File: src/rtl/core/cpcf_pkg.sv
// shared types, widths and register codes for the cylinder contact force core
package cpcf_pkg;

  // fixed point formats
  localparam int FRAC_BITS = 16;
  localparam int AXIS_FRAC = 14;
  localparam int AX_HALF   = 1 << (AXIS_FRAC - 1);
  localparam int F_HALF    = 1 << (FRAC_BITS - 1);

  // radial vector datapath widths
  localparam int V_W       = 33;
  localparam int P_W       = V_W + 16;
  localparam int DS_W      = P_W + 2;
  localparam int DOT_W     = DS_W - AXIS_FRAC;
  localparam int Q_W       = DOT_W + 16;
  localparam int R_W       = Q_W - AXIS_FRAC + 1;
  localparam int MAG_W     = R_W;
  localparam int MAG31_W   = 31;
  localparam int SHIFT_MAX = MAG_W - MAG31_W;
  localparam int SHIFT_W   = $clog2(SHIFT_MAX + 1);
  localparam int SQ_W      = 2 * MAG31_W;
  localparam int LEN_W     = 32 + SHIFT_MAX;

  // square root and divider chains
  localparam int SQRT_STEPS = 32;
  localparam int DIV_STEPS  = 32;
  localparam int NUM_W      = 2 * MAG31_W;
  localparam int REM_W      = NUM_W + 1;
  localparam int DSH_W      = MAG31_W + DIV_STEPS - 1;

  // force scaling widths
  localparam int M1P_W  = MAG31_W + 32;
  localparam int M1_W   = 64 - FRAC_BITS;
  localparam int LO_W   = 24;
  localparam int HI_W   = M1_W - LO_W;
  localparam int PL_W   = LO_W + 32;
  localparam int PH_W   = HI_W + 32;
  localparam int PROD_W = M1_W + 33;
  localparam int RR_W   = PROD_W - FRAC_BITS;

  // configuration register indexes
  typedef enum logic [3:0] {
    CFG_RADIUS    = 4'd0,
    CFG_STIFFNESS = 4'd1,
    CFG_CENTER_X  = 4'd2,
    CFG_CENTER_Y  = 4'd3,
    CFG_CENTER_Z  = 4'd4,
    CFG_AXIS_X    = 4'd5,
    CFG_AXIS_Y    = 4'd6,
    CFG_AXIS_Z    = 4'd7
  } cpcf_cfg_t;

  // fields that ride along with a request
  typedef struct packed {
    logic [15:0] tag;
    logic        last;
    logic [31:0] scale;
  } cpcf_tok_t;

  typedef struct packed {
    cpcf_tok_t                      tok;
    logic [2:0][MAG31_W-1:0]        mag;
    logic [2:0]                     neg;
    logic [SHIFT_W-1:0]             shift;
  } cpcf_rad_side_t;

  typedef struct packed {
    logic [63:0] rem;
    logic [63:0] root;
    logic [63:0] probe;
  } cpcf_sqrt_t;

  typedef struct packed {
    logic [2:0][REM_W-1:0]     rem;
    logic [2:0][DIV_STEPS-1:0] quo;
    logic [DSH_W-1:0]          dsh;
  } cpcf_div_t;

  typedef struct packed {
    cpcf_tok_t   tok;
    logic [2:0]  neg;
    logic        contact;
    logic        on_axis;
    logic [31:0] gap;
  } cpcf_div_side_t;

endpackage

File: src/rtl/core/cpcf_sqrt_cell.sv
// one step of the digit-by-digit integer square root
module cpcf_sqrt_cell
  import cpcf_pkg::*;
(
  input  logic           clk,
  input  logic           rst_n,
  input  logic           en,
  input  logic           vld_i,
  input  cpcf_sqrt_t     sq_i,
  input  cpcf_rad_side_t side_i,
  output logic           vld_o,
  output cpcf_sqrt_t     sq_o,
  output cpcf_rad_side_t side_o
);

  logic           vld_r;
  cpcf_sqrt_t     sq_r;
  cpcf_sqrt_t     sq_nxt;
  cpcf_rad_side_t side_r;
  logic [64:0]    trial;
  logic           take;

  // trial subtract of root plus probe bit
  always_comb begin
    trial = {1'b0, sq_i.root} + {1'b0, sq_i.probe};
    take  = {1'b0, sq_i.rem} >= trial;
    sq_nxt.probe = sq_i.probe >> 2;
    if (take) begin
      sq_nxt.rem  = sq_i.rem - trial[63:0];
      sq_nxt.root = (sq_i.root >> 1) + sq_i.probe;
    end else begin
      sq_nxt.rem  = sq_i.rem;
      sq_nxt.root = sq_i.root >> 1;
    end
  end

  always_ff @(posedge clk) begin
    if (!rst_n) begin
      vld_r <= 1'b0;
    end else if (en) begin
      vld_r <= vld_i;
    end
  end

  always_ff @(posedge clk) begin
    if (en) begin
      sq_r   <= sq_nxt;
      side_r <= side_i;
    end
  end

  assign vld_o  = vld_r;
  assign sq_o   = sq_r;
  assign side_o = side_r;

endmodule

File: config.mk
export PLATFORM = sky130hd
export DESIGN_NAME = cpcf_sqrt_cell
export DESIGN_NICKNAME = d
export VERILOG_FILES = /design/src/rtl/core/cpcf_pkg.sv /design/src/rtl/core/cpcf_sqrt_cell.sv
export SDC_FILE = /design/constraint.sdc
export NUM_CORES = 1
export LEC_CHECK = 0
export ABC_AREA = 0
export BUFFER_PORTS_ARGS = -buffer_cell sky130_fd_sc_hd__buf_2
export CAP_MARGIN = 30
export CORE_MARGIN = 2
export CORE_UTILIZATION = 25
export DETAILED_ROUTE_END_ITERATION = 7
export PLACE_DENSITY = 0.47
export SLEW_MARGIN = 5
export SYNTH_ARGS = -nofsm -noshare
export SYNTH_HDL_FRONTEND = slang
export SYNTH_SLANG_ARGS = --single-unit
File: constraint.sdc
create_clock -name clk -period 17.2 [get_ports clk]
set_input_delay 5.16 -clock clk [delete_from_list [all_inputs] [get_ports clk]]
set_output_delay 5.16 -clock clk [all_outputs]
set_load 0.005 [all_outputs]
Word-level counts from Yosys, hierarchy flattened --
Cells that the tools add are included.
Word-level totals: output and inout port bits 342, bits in latches 0, input port bits 345, memory bits (writable) 0, memory bits (read-only) 0, logic and storage cells 18, register bits 340, memories 0
Operators by class: $mul 0, shifts and indexed selects 0, order comparisons 1, divide/modulo/power cells 0, bitwise gates (word level) 0, reduce and logical (&&, ||, !) cells 0, eq/ne operators 0, $add $sub $neg 3, mux-type cells 1
Operators by type and width (number):
- $mux 128 | 1
- $add 64x64->65 | 1
- $ge 64x65->1 | 1
- $add 63x64->64 | 1
- $sub 64x64->64 | 1

Logic depth before layout (Yosys ltp) --
depth after elaboration 3, gate-level depth with buffers 26, mapped depth without buffers 23

Worst setup path before layout --
Ideal clock, no wire load.
path type input to register, from input sq_i[0] (netlist name), to register sq_r (netlist bit sq_o[102]) (data pin), setup time 260 ps, setup slack 6971 ps, data arrival time 9970 ps, path buffers 3, stages on the path 24, required time 16940 ps, cell sequence ha_1 -> fa_1 -> a211oi_1 -> nor4_1 -> o21ai_0 -> nand4_1 -> nand2_1 -> o21ai_0 -> a31o_2 -> a21oi_1 -> xor2_1 -> ha_1 -> clkbuf_1 -> a21o_1 -> a21o_1 -> a21oi_1 -> o21ai_0 -> a311oi_1 -> o311ai_0 -> a21boi_0 -> a21o_1 -> buf_4 -> buf_2 -> mux2_2
RTL lines:
- start: declaration | line cpcf_sqrt_cell.sv:9 | input cpcf_sqrt_t sq_i,
- end signal: assignment | line cpcf_sqrt_cell.sv:47 | sq_r <= sq_nxt;
- end: declaration | line cpcf_sqrt_cell.sv:17 | cpcf_sqrt_t sq_r;

==> out/qor.txt <==
CP max FO -> 138
final hold vios -> 0
vias in the first global route -> 19859
setup violators final -> 0
FILL cells -> 9499
routability cong. -> 0.9057
Clock Tree Buf Depth -> 3
Routed WL -> 90.49 mm
CP Data Arrival Time -> 11.95 ns
# H-tree levels -> 2
Mapped Area -> 22610 µm²
library cells used by synthesis -> 73
critical path class -> input pin to flop
Setup Skew -> 0 ns
die footprint -> 92860 µm²
Clock Latency Late Sink -> 0.59 ns
DR WL/cell -> 21.95 µm
Post-CTS Setup Bufs -> 0
CP startpoint kind -> input pin
final core occ -> 32.01%
crit path time final -> 11.61 ns
Placed Area -> 27240 µm²
Psw -> 1.097 mW
min-delay src -> vld_o
Residual DRC -> 0
area taken by multi-input logic gates -> 11860 µm²
RSZ-0062 raised after global routing -> false
Comb pwr share -> 34.7%
post-synthesis sequential area ratio -> 45.11%
Vias -> 20094
CP max stage delay -> 0.51 ns
register area -> 10200 µm²
cell with the largest stage delay on the worst path -> a21boi_0
worst path cell trace -> buf_2, ha_1, fa_1, a211oi_1, nor4_1, o21ai_0, nand4_1, nand2_1, o21ai_0, a31o_2, a21oi_1, xor2_1, ha_1, a21o_1, a21o_1, a21oi_1, o21ai_0, a311oi_1, o311ai_0, a21boi_0, a21o_4, buf_12, nor2_1, a221o_1
Final nets -> 3444
first-pass GRT wire length -> 131.4 mm
crit-path most repeated cell -> o21ai_0
port buffer count -> 684
drt pass-1 iters -> 5
final instance area -> 28770 µm²
share of power burned in registers -> 34.1%
Slew headroom -> 32.64%
initial antenna violation count -> 12
worst min path class -> flop to flop
Async S/R FF share, synth -> 0%
Slew @ Worst Pin -> 1.010 ns
chip height -> 304.7 µm
TritonCTS Buffers -> 44
FP Rows -> 110
Power Density -> 109.6 nW/µm²
total gr overflow -> 0
PostCTS Resize Cnt -> 0
VDD IR max -> 73.84 µV
Pint -> 2.056 mW
vias per cell -> 4.875
post-route ant nets -> 0
Root Buffer -> clkbuf_16
Req. time, crit path -> 17.54 ns
DPL Wire Length -> 74.19 mm
starting density of the core -> 25.16%
# IOs -> 687
largest net degree at the start of global routing -> 139
Pleak -> 12.37 nW
crit share post-route -> 67.51%
Clock Sinks -> 340
EDFF count, synth -> 339
crit path launch -> sq_i[0]
YS warnings -> 0
Area Growth Syn to Fin -> 27.23%
core area -> 89870 µm²
DR iter-0 viols -> 1544
hold_buf cts -> 0
Gate Count Post-Synth -> 2260
top_reg_cell synth -> edfxtp_1
outcome -> finished clean
critical path endpoint category -> flop
most common cell after layout, fill and taps aside -> buf_2
GRT Overall Usage -> 18.86%
TritonCTS clock tree -> done
Max Fclk -> 86.13 MHz
share of layout cells above drive strength 1 -> 26.89%
CTS clk-pin slew, worst paths -> 0.06 ns
sw frac -> 34.80%
Max-cap violations -> 0
setup_tns -> 0 ns
R2R Path Start -> vld_o
total power -> 3.153 mW
most frequent cells in the layout -> 683 x buf_2, 339 x edfxtp_1, 246 x nand2_1
Slew Limit Fails -> 0
Die Wd -> 304.7 µm
Yosys reg bits -> 340
Clock power frac -> 31.2%
Avg Synthesized Cell Area -> 10.00 µm²
worst paths after layout:
path	endpoint	slack, ns	cells past startpoint
worst min register to register	vld_o	0.51	2
worst max-delay path	sq_o[187]	5.59	24
worst min-delay path	vld_o	0.51	2
worst max register to register	vld_o	16.60	2
per-layer routing:
| metal | track usage, % | part of all wire [%] | wire length [µm] |
|---|---|---|---|
| met5 | 0 | 0.031 | 28 |
| met4 | 8.093 | 4.1 | 3721 |
| met3 | 3.505 | 5.1 | 4645 |
| met2 | 32.78 | 49 | 44530 |
| met1 | 22.74 | 42 | 37560 |
sequential cells by signal, summed over array words and instances, names as in the netlist:
| name | cells |
|---|---|
| vld_o | 1 |
| side_o | 149 |
| sq_o | 190 |
cells by family after synthesis:
kind of cell	count (synthesis)	share of synthesized area, %
compound gates	798	21.94
xor+xnor	177	6.856
fa+ha+maj	194	10.84
buf+inv	141	2.474
flops	340	45.11
mux	8	0.3818
other cells	1	0.01659
simple gates	601	12.38
power by group through the flow:
stage | registers [mW] | logic (mW) | clock network, mW
6_report | 1.08 | 1.10 | 0.982
5_1_grt | 1.08 | 1.21 | 1.05
4_1_cts | 1.08 | 1.10 | 1.02
3_5_place_dp | 1.09 | 1.09 | 0
3_3_place_gp | 1.09 | 1.10 | 0
2_1_floorplan | 1.10 | 0.652 | 0
per-stage QoR:
stage	std cells	hold slack [ns]	setup WS (ns)
6_report	4122	0.5143	5.589
5_1_grt	4121	0.5375	5.062
4_1_cts	4114	0.5215	5.531
2_1_floorplan	2261	0.5073	6.971
3_3_place_gp	4034	0.4939	4.203
3_5_place_dp	4035	0.5114	4.933
Yosys cell counts, types with 13 or more instances:
master / count / area (µm²)
xnor2_1: 94 / 823.3
nand2b_1: 25 / 156.4
a21oi_1: 213 / 1066
nand4_1: 46 / 287.8
and3_1: 19 / 118.9
nor2b_1: 24 / 150.1
o211ai_1: 18 / 135.1
nand3_1: 48 / 240.2
a211oi_1: 21 / 157.7
o21ai_0: 234 / 1171
inv_1: 48 / 180.2
a31oi_1: 22 / 137.6
buf_2: 15 / 75.07
ha_1: 191 / 2390
or3_1: 13 / 81.33
nand2_1: 246 / 923.4
and2_1: 14 / 87.58
nor2_1: 111 / 416.7
edfxtp_1: 339 / 10180
o21bai_1: 35 / 262.8
o21a_1: 30 / 225.2
clkbuf_1: 74 / 277.8
a21o_1: 104 / 780.8
nor3_1: 22 / 110.1
xor2_1: 83 / 727.0
critical path: cells and delay by family:
kind,cells,cell delay [ns]
adder cells (fa/ha/maj),3,1.03
XOR/XNOR,1,0.21
AO/OA/AOI/OAI,14,4.14
AND/OR/NAND/NOR,4,0.78
buffers and inverters,2,0.54
area by class of cell:
| class | instances | area share, % |
|---|---|---|
| multi-input combinational | 1780 | 41.24 |
| sequential | 340 | 35.46 |
| timing repair buffer | 691 | 12.27 |
| tap | 1176 | 5.115 |
| clock buffer | 49 | 3.893 |
| clock inverter | 30 | 1.331 |
| inverter | 48 | 0.6263 |
| antenna | 8 | 0.06959 |
No activity file was read; power rests on OpenSTA's default activity.
