## src/rtl/core/cpcf_pkg.sv

```systemverilog
// shared types, widths and register codes for the cylinder contact force core
package cpcf_pkg;

  // fixed point formats
  localparam int FRAC_BITS = 16;
  localparam int AXIS_FRAC = 14;
  localparam int AX_HALF   = 1 << (AXIS_FRAC - 1);
  localparam int F_HALF    = 1 << (FRAC_BITS - 1);

  // radial vector datapath widths
  localparam int V_W       = 33;
  localparam int P_W       = V_W + 16;
  localparam int DS_W      = P_W + 2;
  localparam int DOT_W     = DS_W - AXIS_FRAC;
  localparam int Q_W       = DOT_W + 16;
  localparam int R_W       = Q_W - AXIS_FRAC + 1;
  localparam int MAG_W     = R_W;
  localparam int MAG31_W   = 31;
  localparam int SHIFT_MAX = MAG_W - MAG31_W;
  localparam int SHIFT_W   = $clog2(SHIFT_MAX + 1);
  localparam int SQ_W      = 2 * MAG31_W;
  localparam int LEN_W     = 32 + SHIFT_MAX;

  // square root and divider chains
  localparam int SQRT_STEPS = 32;
  localparam int DIV_STEPS  = 32;
  localparam int NUM_W      = 2 * MAG31_W;
  localparam int REM_W      = NUM_W + 1;
  localparam int DSH_W      = MAG31_W + DIV_STEPS - 1;

  // force scaling widths
  localparam int M1P_W  = MAG31_W + 32;
  localparam int M1_W   = 64 - FRAC_BITS;
  localparam int LO_W   = 24;
  localparam int HI_W   = M1_W - LO_W;
  localparam int PL_W   = LO_W + 32;
  localparam int PH_W   = HI_W + 32;
  localparam int PROD_W = M1_W + 33;
  localparam int RR_W   = PROD_W - FRAC_BITS;

  // configuration register indexes
  typedef enum logic [3:0] {
    CFG_RADIUS    = 4'd0,
    CFG_STIFFNESS = 4'd1,
    CFG_CENTER_X  = 4'd2,
    CFG_CENTER_Y  = 4'd3,
    CFG_CENTER_Z  = 4'd4,
    CFG_AXIS_X    = 4'd5,
    CFG_AXIS_Y    = 4'd6,
    CFG_AXIS_Z    = 4'd7
  } cpcf_cfg_t;

  // fields that ride along with a request
  typedef struct packed {
    logic [15:0] tag;
    logic        last;
    logic [31:0] scale;
  } cpcf_tok_t;

  typedef struct packed {
    cpcf_tok_t                      tok;
    logic [2:0][MAG31_W-1:0]        mag;
    logic [2:0]                     neg;
    logic [SHIFT_W-1:0]             shift;
  } cpcf_rad_side_t;

  typedef struct packed {
    logic [63:0] rem;
    logic [63:0] root;
    logic [63:0] probe;
  } cpcf_sqrt_t;

  typedef struct packed {
    logic [2:0][REM_W-1:0]     rem;
    logic [2:0][DIV_STEPS-1:0] quo;
    logic [DSH_W-1:0]          dsh;
  } cpcf_div_t;

  typedef struct packed {
    cpcf_tok_t   tok;
    logic [2:0]  neg;
    logic        contact;
    logic        on_axis;
    logic [31:0] gap;
  } cpcf_div_side_t;

endpackage

```

## src/rtl/core/cpcf_div_cell.sv

```systemverilog
// one quotient bit of three restoring dividers sharing a divisor
module cpcf_div_cell
  import cpcf_pkg::*;
(
  input  logic           clk,
  input  logic           rst_n,
  input  logic           en,
  input  logic           vld_i,
  input  cpcf_div_t      dv_i,
  input  cpcf_div_side_t side_i,
  output logic           vld_o,
  output cpcf_div_t      dv_o,
  output cpcf_div_side_t side_o
);

  logic           vld_r;
  cpcf_div_t      dv_r;
  cpcf_div_t      dv_nxt;
  cpcf_div_side_t side_r;
  logic [2:0]     take;

  // compare and subtract the aligned divisor in each lane
  always_comb begin
    dv_nxt.dsh = dv_i.dsh >> 1;
    for (int i = 0; i < 3; i++) begin
      take[i] = dv_i.rem[i] >= REM_W'(dv_i.dsh);
      dv_nxt.rem[i] = take[i] ? dv_i.rem[i] - REM_W'(dv_i.dsh) : dv_i.rem[i];
      dv_nxt.quo[i] = {dv_i.quo[i][DIV_STEPS-2:0], take[i]};
    end
  end

  always_ff @(posedge clk) begin
    if (!rst_n) begin
      vld_r <= 1'b0;
    end else if (en) begin
      vld_r <= vld_i;
    end
  end

  always_ff @(posedge clk) begin
    if (en) begin
      dv_r   <= dv_nxt;
      side_r <= side_i;
    end
  end

  assign vld_o  = vld_r;
  assign dv_o   = dv_r;
  assign side_o = side_r;

endmodule

```

## config.mk

```make
export PLATFORM = sky130hd
export DESIGN_NAME = cpcf_div_cell
export DESIGN_NICKNAME = d
export VERILOG_FILES = /design/src/rtl/core/cpcf_pkg.sv /design/src/rtl/core/cpcf_div_cell.sv
export SDC_FILE = /design/constraint.sdc
export NUM_CORES = 1
export LEC_CHECK = 0
export ABC_AREA = 1
export BUFFER_PORTS_ARGS = -buffer_cell sky130_fd_sc_hd__buf_2
export CAP_MARGIN = 20
export CELL_PAD_IN_SITES_DETAIL_PLACEMENT = 1
export CELL_PAD_IN_SITES_GLOBAL_PLACEMENT = 2
export CORE_MARGIN = 2
export CORE_UTILIZATION = 30
export CTS_BUF_LIST = sky130_fd_sc_hd__clkbuf_8
export DETAILED_ROUTE_END_ITERATION = 10
export PLACE_DENSITY = 0.81
export REMOVE_ABC_BUFFERS = 1
export SYNTH_ARGS = -nofsm -noshare
export SYNTH_HDL_FRONTEND = slang
export SYNTH_SLANG_ARGS = --single-unit
```

## constraint.sdc

```tcl
create_clock -name clk -period 2.86 [get_ports clk]
set_input_delay 0.572 -clock clk [delete_from_list [all_inputs] [get_ports clk]]
set_output_delay 0.572 -clock clk [all_outputs]
set_load 0.02 [all_outputs]
```

-- Word level (Yosys, flattened, before mapping)
Index checks and enable logic that the tools add are counted.
- add/sub/neg operators: 3
- $mul: 0
- divide/modulo/power cells: 0
- order comparisons: 3
- eq/ne operators: 0
- shifts and indexed selects: 0
- multiplexer cells: 3
- bitwise operators: 0
- reduce and logical (&&, ||, !) cells: 0
- operators by type and width (cell ; number):
    $ge 63x62->1 ; 3
    $mux 63 ; 3
    $sub 63x62->63 ; 3
- bits in registers: 433
- bits in latches: 0
- bits in writable memories: 0
- bits in read-only memories: 0
- bits of input ports: 437
- output and inout bits: 434
- logic and storage cells: 24
- memories: 0

-- Longest topological paths before layout
Gate-level depths: netlist (run 1).
- depth in word-level cells: 2
- gate-level depth with buffers: 19

-- Worst setup path before layout (run 1)
No wires, ideal clock.
- path kind: input to register
- from: input port dv_i[2] (netlist bit)
- to: register dv_r (netlist bit dv_o[344]) (data pin)
- library setup time: 0.253 ns
- arrival: 2.191 ns
- required time: 2.607 ns
- path slack: 0.416 ns
- cell stages on the path: 19
- buffers on the path: 3
- path through: inv_1 > ha_1 > buf_4 > nand2_1 > nand2_1 > inv_1 > nand2_2 > nand2_1 > nand2_2 > nand2_1 > nand2_2 > nand2_1 > nand2_1 > nand2_2 > nand2_4 > buf_12 > buf_12 > nand3_1 > nand2_1
- RTL lines (element ; RTL line ; source):
    from (decl) ; cpcf_div_cell.sv:9 ; input cpcf_div_t dv_i,
    to (signal assigned) ; cpcf_div_cell.sv:42 ; dv_r <= dv_nxt;
    to (decl) ; cpcf_div_cell.sv:17 ; cpcf_div_t dv_r;

==> impl_metrics.py, run 1 <==
metrics = {
    "outcome": {
        "status": "complete, no violations",
    },
    "timing": {
        "grt_setup_unrepaired": "false",
        "clock.fmax_ghz": 0.3596,
        "whs_ps": 54.44,
        "tightest_slew_ps": 631.4,
        "slew_headroom": 0.5786,
        "skew_ps": 0,
        "tns_ps": 0,
        "period_needed_ps": 2781,
        "slew_violations": 0,
        "setup_viol": 0,
        "timing.final.crit_share": 0.9723,
        "finalHoldViolCount": 0,
    },
    "logic_synthesis": {
        "ys_seq_elements": 433,
        "synthSimpleGateAreaFrac": 0.3540,
        "synth_flop_cell": "edfxtp_1",
        "yosys.area_share.adder": 0.07266,
        "synth_edf_count": 432,
        "synth_top_family_by_area": "simple AND/OR/NAND/NOR gates",
        "synth-seq-area-share": 0.3893,
        "synth_mux_area_frac": 0,
        "ys_warn_count": 0,
        "synth_xor_area_frac": 0.02441,
        "postSynth.asyncResetShare": 0,
        "synth_cell_types": 42,
        "synth_area_per_cell_um2": 6.803,
        "syn_inst": 4906,
        "synth-compound-area-share": 0.02819,
        "syn-cell-area_um2": 33370,
    },
    "min_path": {
        "hold_path_end": "dv_o[72]",
        "hp-start": "dv_i[71]",
        "hp-class": "in2reg",
        "min_path_cells": 1,
    },
    "global_route": {
        "grt_max_degree": 83,
        "grt_pass1_vias": 40735,
        "overflow": 0,
        "grt_pass1_wl_um": 263900,
        "antenna_found_initial": 39,
        "grt_use_total": 0.3205,
    },
    "clock_network": {
        "cts.sink_count": 433,
        "clk_pin_slew_worst_paths_ps": 60,
        "clk_latency_ps": 740,
        "cts_tree": "built",
        "clockBufferDepth": 3,
        "cts-htree-levels": 3,
        "cts_root_buf": "clkbuf_8",
        "cts_buffers": 84,
    },
    "setup_path": {
        "cp_max_fo": 17,
        "crit-reg2reg-launch": "vld_o",
        "startpoint": "dv_i[55]",
        "required_ps": 3360,
        "critPathArrivalTime_ps": 3280,
        "reg2reg_depth": 2,
        "path_class": "in2reg",
        "r2r_end": "vld_o",
        "cp-start-kind": "input port",
        "regToRegSetupSlack_ps": 2180,
        "end_kind": "register",
    },
    "floorplan": {
        "start_util": 0.3020,
        "rows": 122,
        "die_y_um": 337.5,
        "die_area_um2": 113900,
        "design.core.area_um2": 110500,
        "boundaryPins": 871,
        "fp.dieW_um": 337.5,
    },
    "placed_design": {
        "placed_cells": 8226,
        "numPortBuffers": 866,
        "hpwlAfterDp_um": 157500,
        "globalplace.congestion": 0.9952,
    },
    "cells_and_area": {
        "final_common_cell": "nand2_1",
        "final_cell_mix": "nand2_1 (2182), inv_1 (1068), buf_4 (943)",
        "final_util": 0.4681,
        "final_cell_count_no_fill": 8621,
        "fill_cells": 14564,
        "nets": 7681,
        "area_delta_synth_final_pct": 55.00,
        "drive_gt1_frac": 0.2966,
    },
    "pwr": {
        "p_total_uw": 24130,
        "powerDensity_nw_per_um2": 466.5,
        "leakage_uw": 0.02917,
        "vdd_drop_max_mv": 0.2783,
    },
    "detailed_routing": {
        "avgRoutedWirePerCell_um": 21.93,
        "wl_um": 189000,
        "drtIter0Drc": 2306,
        "ant_nets": 0,
        "vias": 39665,
        "drc": 0,
        "avgViaCountPerCell": 4.601,
        "first_pass_iters": 5,
    },
    "job": {
        "cap_violations": 0,
    },
}
how the worst max path moves through the flow:
| stage | to | slack [ps] |
|---|---|---|
| detailed placement | dv_o[230] | -650 |
| global placement | dv_o[230] | -580 |
| floorplan | dv_o[248] | -520 |
| global route | dv_o[295] | 4 |
| CTS | dv_o[230] | 10 |
| finish | dv_o[202] | 80 |
stage by stage:
step / instance area [µm²] / worst slack (ps)
after floorplan: 32960 / -519.5
after global placement: 47610 / -576.5
after detailed placement: 47610 / -652.6
after CTS: 51480 / 12.31
after global routing: 51710 / 4.220
final: 51730 / 79.11
cells by family after synthesis:
group | after synthesis
other cells | 1
simple gates | 2912
flops | 433
compound gates | 175
buf+inv | 1100
xor+xnor | 93
fa+ha+maj | 192
per-layer routing:
metal / vias to the layer above / global-route usage / wire [µm]
li1: 19333 / - / -
met1: 18896 / 0.3975 / 79180
met2: 1139 / 0.5605 / 91800
met3: 277 / 0.04979 / 10920
met4: 20 / 0.1147 / 7012
met5: - / 0 / 120
synth_stat cells (11+ instances only):
library cell / n / area share
xor2_1: 62 / 0.016
nand2_1: 2184 / 0.25
nand4_1: 55 / 0.010
nor3_1: 27 / 0.0040
o21ai_0: 15 / 0.0022
buf_6: 20 / 0.0067
inv_1: 1046 / 0.12
xnor2_1: 31 / 0.0081
o21ai_1: 22 / 0.0033
nor2_2: 32 / 0.0060
a21oi_1: 121 / 0.018
nor2_1: 292 / 0.033
buf_2: 11 / 0.0016
ha_1: 189 / 0.071
inv_2: 12 / 0.0013
nand2_2: 28 / 0.0052
nand3_1: 231 / 0.035
nor4_1: 12 / 0.0022
nand3b_1: 25 / 0.0056
edfxtp_1: 432 / 0.39
final cells by class:
cell class | instances | area, µm² | share of cell area
well taps | 1488 | 1862 | 0.03599
repair buffers | 2102 | 15100 | 0.2918
inverters | 1058 | 3971 | 0.07677
flip-flops and latches | 433 | 12990 | 0.2512
clock buffers | 84 | 1156 | 0.02235
multi-input cells | 3373 | 16100 | 0.3113
diodes | 16 | 40.04 | 0.0007740
clock inverters | 67 | 508.0 | 0.009820
flip-flops by register name, summed over array words and instances, names as in the netlist:
register	cells
dv_o	346
side_o	86
vld_o	1
worst max-delay path, cell delays in order:
cell and delay (ps):
dlygate4sd3_1 540, buf_2 130, inv_2 50, buf_12 140, ha_1 330, buf_4 170, nand2_1 100, nor2_2 70
nand2_1 60, a21oi_1 50, nor2_2 170, nand2_1 80, nor2_2 90, nand2_2 130, buf_4 180, clkbuf_16 190
nand3_1 110, nand2_1 80
where the power goes:
part | switching (µW) | total [µW] | leakage (µW) | internal [µW]
combinational | 5660 | 9460 | 0.0240 | 3800
sequential | 301 | 8180 | 0.00423 | 7880
clock | 3160 | 6490 | 0.000918 | 3330
repair_timing:
| item | 4_1_cts | 5_1_grt |
|---|---|---|
| buffers inserted | 0 | 6 |
| hold endpoints to repair | 220 | 0 |
| hold buffers | 220 | 0 |
| gates resized for setup | 0 | 24 |
| setup endpoints to repair | 0 | 175 |
(Power assumes the default switching activity.)
==> run 2: changes to the inputs <==
- REMOVE_ABC_BUFFERS: 1 -> not set
==> run 2 against run 1 <==
  * Worst setup slack worse by 37 ps
  * Critical path type unchanged
  * Wire length up 5.0%
  * Count of clock-buffer cells in the layout unchanged
  * Highest routed layer unchanged
  * Cell area up 2.2%
  * First-iteration DRC count up 13%
  * Critical endpoint is now dv_o[241]
==> impl_metrics.py, run 2 (synthesized netlist as in run 1, its figures left out) <==
metrics = {
    "floorplan": {
        "rows": 122,
        "boundaryPins": 871,
        "die_y_um": 337.5,
        "design.core.area_um2": 110500,
        "start_util": 0.3020,
        "die_area_um2": 113900,
        "fp.dieW_um": 337.5,
    },
    "timing": {
        "slew_violations": 0,
        "clock.fmax_ghz": 0.3549,
        "finalHoldViolCount": 0,
        "period_needed_ps": 2818,
        "grt_setup_unrepaired": "true",
        "slew_headroom": 0.4808,
        "worst_slack_ps": 42.16,
        "tightest_slew_ps": 778.8,
        "skew_ps": 0,
        "timing.final.crit_share": 0.9853,
        "setup_viol": 0,
        "whs_ps": 59.07,
    },
    "logic_synthesis": {
        "syn_nets": 5535,
    },
    "clock_network": {
        "cts.sink_count": 433,
        "cts_buffers": 84,
        "clk_pin_slew_worst_paths_ps": 70,
        "cts_root_buf": "clkbuf_8",
        "clk_latency_ps": 780,
        "cts_tree": "built",
        "clockBufferDepth": 3,
        "cts-htree-levels": 3,
    },
    "global_route": {
        "overflow": 0,
        "grt_pass1_vias": 41461,
        "grt_max_degree": 76,
        "grt_use_total": 0.3360,
        "grt_pass1_wl_um": 274700,
        "antenna_found_initial": 33,
    },
    "min_path": {
        "hp-start": "dv_i[22]",
        "hold_path_end": "dv_o[21]",
        "min_path_cells": 2,
        "hp-class": "in2reg",
    },
    "placed_design": {
        "dp_slack_ps": -533.0,
        "numPortBuffers": 866,
        "globalplace.congestion": 1.009,
        "post_dp_cell_area_um2": 48030,
        "hpwlAfterDp_um": 162800,
    },
    "cells_and_area": {
        "largest_reg_flops": 346,
        "final_common_cell": "nand2_1",
        "nets": 7766,
        "stdcell_area_um2": 52850,
        "final_cell_mix": "nand2_1 (2162), inv_1 (1066), buf_4 (1000)",
        "drive_gt1_frac": 0.3110,
        "area_delta_synth_final_pct": 58.37,
    },
    "pwr": {
        "p_total_uw": 24680,
        "leakage_uw": 0.02963,
        "vdd_drop_max_mv": 0.3148,
        "powerDensity_nw_per_um2": 466.9,
    },
    "setup_path": {
        "critPathArrivalTime_ps": 3320,
        "regToRegSetupSlack_ps": 1570,
        "r2r_end": "vld_o",
        "path_buf_inv": 10,
        "cpMaxStageDelayCell": "dlygate4sd3_1",
        "cpLargestDelayFamily": "buffers and inverters",
        "cpPeakStageDelay_ps": 540,
        "cp_cell_sequence": "dlygate4sd3_1 > buf_2 > inv_1 > buf_12 > buf_12 > ha_4 > nand2_2 > buf_4 > inv_1 > nand2_1 > nand2_1 > inv_1 > nand2_1 > inv_1 > nand3_1 > xnor2_1 > buf_4 > o21ai_1",
        "crit-reg2reg-launch": "vld_o",
        "required_ps": 3370,
        "cp-start-kind": "input port",
        "reg2reg_depth": 3,
        "cp_max_fo": 4,
        "end_kind": "register",
        "path_class": "in2reg",
        "critPathMostFrequentCell": "inv_1",
    },
    "detailed_routing": {
        "wl_um": 198500,
        "first_pass_iters": 5,
        "avgRoutedWirePerCell_um": 22.79,
        "drc": 0,
        "vias": 40365,
        "avgViaCountPerCell": 4.635,
        "ant_nets": 0,
        "drtIter0Drc": 2596,
    },
    "outcome": {
        "status": "complete, no violations",
    },
    "job": {
        "cap_violations": 0,
    },
}
==> run 2: how the worst max path moves through the flow <==
stage	from	end	slack (ps)	cells past startpoint
2_1_floorplan	dv_i[2]	dv_o[344]	420	19
3_3_place_gp	dv_i[27]	dv_o[278]	-530	18
3_5_place_dp	dv_i[27]	dv_o[268]	-530	18
4_1_cts	dv_i[17]	dv_o[259]	6	18
5_1_grt	dv_i[32]	dv_o[308]	-20	20
6_report	dv_i[18]	dv_o[241]	40	18
==> run 2: power breakdown <==
part	total (µW)	leakage, µW	switching [µW]	internal (µW)
clock network	6740	0.000940	3430	3310
registers	8240	0.00423	355	7880
logic	9700	0.0245	5800	3900
total	24700	0.0296	9590	15100
==> run 2: metrics by stage <==
step / setup TNS (ps) / cells / utilization
finish: 0 / 8708 / 0.4783
detailed placement: -77980 / 8282 / 0.4346
global placement: -71890 / 8282 / 0.4346
global route: -53.00 / 8701 / 0.4781
floorplan: 0 / 4906 / -
CTS: 0 / 8677 / 0.4720
==> run 2: timing repair <==
item                                    in CTS  in global routing
endpoints found under the setup margin       0                187
hold endpoints to repair                   242                  0
gates resized for setup                      0                 91
buffers inserted                             0                  9
hold buffers                               243                  0
==> run 2: area by class of cell <==
type / instances / area (µm²)
fill: 14518 / 57660
timing repair buffer: 2187 / 15850
clock buffer: 84 / 1156
clock inverter: 68 / 541.8
inverter: 1058 / 3974
sequential: 433 / 12990
tap: 1488 / 1862
antenna: 17 / 42.54
multi-input combinational: 3373 / 16430
==> run 2: worst register-to-register path: cells and delay by family, from the launching register on <==
family                 cells  cell delay, ps
AOI/OAI and AO/OA          2             230
buffers and inverters      1             600
DFF                        1             340
==> run 2: routing by layer <==
metal | vias up | wire, µm | global-route usage | share of wire
met1 | 19236 | 82890 | 0.4241 | 0.42
met3 | 303 | 13060 | 0.05208 | 0.066
met2 | 1313 | 94520 | 0.5760 | 0.48
li1 | 19503 | - | - | -
met4 | 10 | 7944 | 0.1261 | 0.040
met5 | - | 69 | 0 | 0.00035
==> run 3: changes to the inputs <==
- ABC_AREA: 1 -> not set
- CORE_AREA: not set -> 2 2 339 341
- CORE_MARGIN: 2 -> not set
- CORE_UTILIZATION: 30 -> not set
- DIE_AREA: not set -> 0 0 341 343
- PLACE_DENSITY: 0.81 -> 0.61
==> run 3 against run 2 <==
  * The flow now finishes with violations (setup timing)
  * Register-to-register slack gained 690 ps
  * Critical endpoint is now dv_o[165]
  * First-iteration DRC count shrank 54%
  * Wire length shrank 19%
  * Largest cell class is now buffers
  * Non-clock buffer count grew 8
  * Fmax shrank 8.2%
  * Synthesized cell count shrank 46%
  * Via count shrank 26%
  * Count of clock-buffer cells in the layout grew 1
  * Combinational power grew 2.3%
  * Highest routed layer unchanged
==> impl_metrics.py, run 3 <==
metrics = {
    "placed_design": {
        "hpwlAfterDp_um": 126900,
        "placed_cells": 5844,
        "post_dp_cell_area_um2": 40280,
        "dp_slack_ps": -1323,
        "numPortBuffers": 866,
        "globalplace.congestion": 0.8899,
    },
    "setup_path": {
        "r2r_end": "vld_o",
        "required_ps": 3340,
        "crit_end": "dv_o[165]",
        "reg2reg_depth": 2,
        "startpoint": "dv_i[14]",
        "crit-reg2reg-launch": "vld_o",
        "critPathArrivalTime_ps": 3550,
        "cp_max_fo": 7,
        "cp-start-kind": "input port",
        "end_kind": "register",
        "regToRegSetupSlack_ps": 2260,
        "path_class": "in2reg",
    },
    "timing": {
        "clock.fmax_ghz": 0.3256,
        "setup_viol": 170,
        "tns_ps": -19650,
        "tightest_slew_ps": 613.9,
        "finalHoldViolCount": 0,
        "period_needed_ps": 3071,
        "skew_ps": 0,
        "worst_slack_ps": -210.9,
        "grt_setup_unrepaired": "true",
        "slew_headroom": 0.5883,
        "timing.final.crit_share": 1.074,
        "slew_violations": 0,
    },
    "floorplan": {
        "rows": 124,
        "design.core.area_um2": 113400,
        "die_area_um2": 117000,
        "boundaryPins": 871,
        "die_y_um": 343,
        "start_util": 0.2362,
        "fp.dieW_um": 341,
    },
    "clock_network": {
        "cts_tree": "built",
        "clockBufferDepth": 3,
        "cts_root_buf": "clkbuf_8",
        "cts_buffers": 84,
        "cts.sink_count": 433,
        "clk_pin_slew_worst_paths_ps": 60,
        "cts-htree-levels": 3,
        "clk_latency_ps": 740,
    },
    "pwr": {
        "p_sw_frac": 0.3511,
        "internal_power_uw": 16370,
        "p_seq_frac": 0.323,
        "vdd_drop_max_mv": 0.2822,
        "leakage_uw": 0.02233,
        "powerDensity_nw_per_um2": 503.2,
        "p_comb_frac": 0.393,
        "clkPwrFrac": 0.284,
        "p_switching_uw": 8854,
    },
    "detailed_routing": {
        "vias": 29895,
        "avgRoutedWirePerCell_um": 25.16,
        "ant_nets": 0,
        "avgViaCountPerCell": 4.680,
        "drtIter0Drc": 1195,
        "wl_um": 160700,
        "first_pass_iters": 5,
        "drc": 0,
    },
    "logic_synthesis": {
        "ys_top_cells_by_count": "edfxtp_1 (432), a21oi_1 (346), nor2_1 (240)",
        "synth_edf_count": 432,
        "syn_nets": 3262,
        "netlist.top_cell.by_area": "edfxtp_1",
        "synth-compound-area-share": 0.2018,
        "synth_top_area_frac": 0.4843,
        "ys_warn_count": 0,
        "synth_flop_cell": "edfxtp_1",
        "synth_cell_types": 94,
        "synthSimpleGateAreaFrac": 0.1267,
        "ys_top_cells_by_area": "edfxtp_1 (48%), ha_1 (8.8%), a21oi_1 (6.5%), a21o_1 (3.9%), nor2_1 (3.4%)",
        "syn_inst": 2633,
        "synth_mux_area_frac": 0.003690,
        "synth_xor_area_frac": 0.05525,
        "ys_seq_elements": 433,
        "synth-seq-area-share": 0.4850,
        "yosysMostFrequentCell": "edfxtp_1",
        "syn-cell-area_um2": 26790,
        "postSynth.asyncResetShare": 0,
        "synth_top_family_by_area": "compound AO/OA/AOI/OAI gates",
        "yosys.area_share.adder": 0.09052,
        "synth_area_per_cell_um2": 10.17,
    },
    "min_path": {
        "hp-class": "in2reg",
    },
    "cells_and_area": {
        "drive_gt1_frac": 0.5425,
        "fill_cells": 12803,
        "final_util": 0.4419,
        "final_cell_count_no_fill": 6388,
        "final_cell_mix": "buf_4 (935), buf_2 (848), edfxtp_1 (432)",
        "largest_reg_flops": 346,
        "area_delta_synth_final_pct": 87.10,
        "final_common_cell": "buf_4",
        "stdcell_area_um2": 50120,
        "nets": 5420,
    },
    "outcome": {
        "status": "finished, violations left",
        "violations": "setup timing",
    },
    "global_route": {
        "grt_pass1_wl_um": 221600,
        "antenna_found_initial": 60,
        "grt_max_degree": 71,
        "overflow": 0,
        "grt_use_total": 0.2616,
        "grt_pass1_vias": 32010,
    },
    "job": {
        "cap_violations": 0,
    },
}
-- run 3: cell type report --
type	count	area, µm²	share of cell area
Sequential cell	433	12990	0.2592
Timing Repair Buffer	2195	16530	0.3297
Antenna cell	15	37.54	0.0007489
Clock inverter	71	680.7	0.01358
Multi-Input combinational cell	1957	16290	0.3249
Clock buffer	85	1170	0.02334
Inverter	120	535.5	0.01068
Tap cell	1512	1892	0.03775
-- run 3: critical path, cell delays in order --
cell and delay (ps):
buf_8 80, clkinvlp_4 160, buf_6 170, buf_6 110, ha_4 240, buf_6 130
nand2_4 50, o21ai_2 60, or3_4 350, nor3_4 250, nor3_4 90, o2111ai_4 270
a21oi_4 100, a21oi_4 180, clkinv_4 90, buf_12 150, buf_12 150, mux2_4 300
-- run 3: worst min path at each step --
stage,from,end,slack [ps],cells after the start
5_1_grt,side_i[67],side_o[67],40,1
2_1_floorplan,vld_o,vld_o,590,2
4_1_cts,dv_i[25],dv_o[24],0.6,1
3_3_place_gp,vld_o,vld_o,500,2
6_report,dv_i[25],dv_o[24],80,1
3_5_place_dp,vld_o,vld_o,520,2
-- run 3: cell families (layout without fill, tap and decap cells) --
family,Yosys count,count (layout)
other,1,16
AOI/OAI and AO/OA,864,864
and+or+nand+nor,722,722
buffers and inverters,243,2471
adders and majority gates,192,192
DFF,433,433
muxes,9,9
xor gates and xnor gates,169,169
-- run 3: power groups by stage --
stage          registers [µW]  logic (µW)  clock network [µW]
2_1_floorplan            9170        2800                   0
3_3_place_gp             8270        7980                   0
3_5_place_dp             8270        8030                   0
4_1_cts                  8150        9040                7370
5_1_grt                  8210       10600                7610
6_report                 8150        9920                7150
-- run 3: stage by stage --
step	total power, µW	hold slack, ps
final	25220	81.52
after global routing	26380	38.05
after CTS	24560	0.5959
after detailed placement	16300	518.9
after global placement	16250	495.4
after floorplan	11970	589.3
-- run 3: per-layer routing --
layer | up-vias | track usage | part of all wire
li1 | 14166 | - | -
met1 | 14602 | 0.3097 | 0.40
met2 | 815 | 0.4728 | 0.50
met3 | 270 | 0.05879 | 0.065
met4 | 42 | 0.07204 | 0.030
met5 | - | 0 | 0.0017
-- run 3: timing repair --
action,4_1_cts,5_1_grt
endpoints found under the hold margin,229,0
endpoints found under the setup margin,192,190
gates cloned,13,13
hold buffers,229,0
gates resized for setup,319,599
setup buffers,77,66
pin swaps,80,165
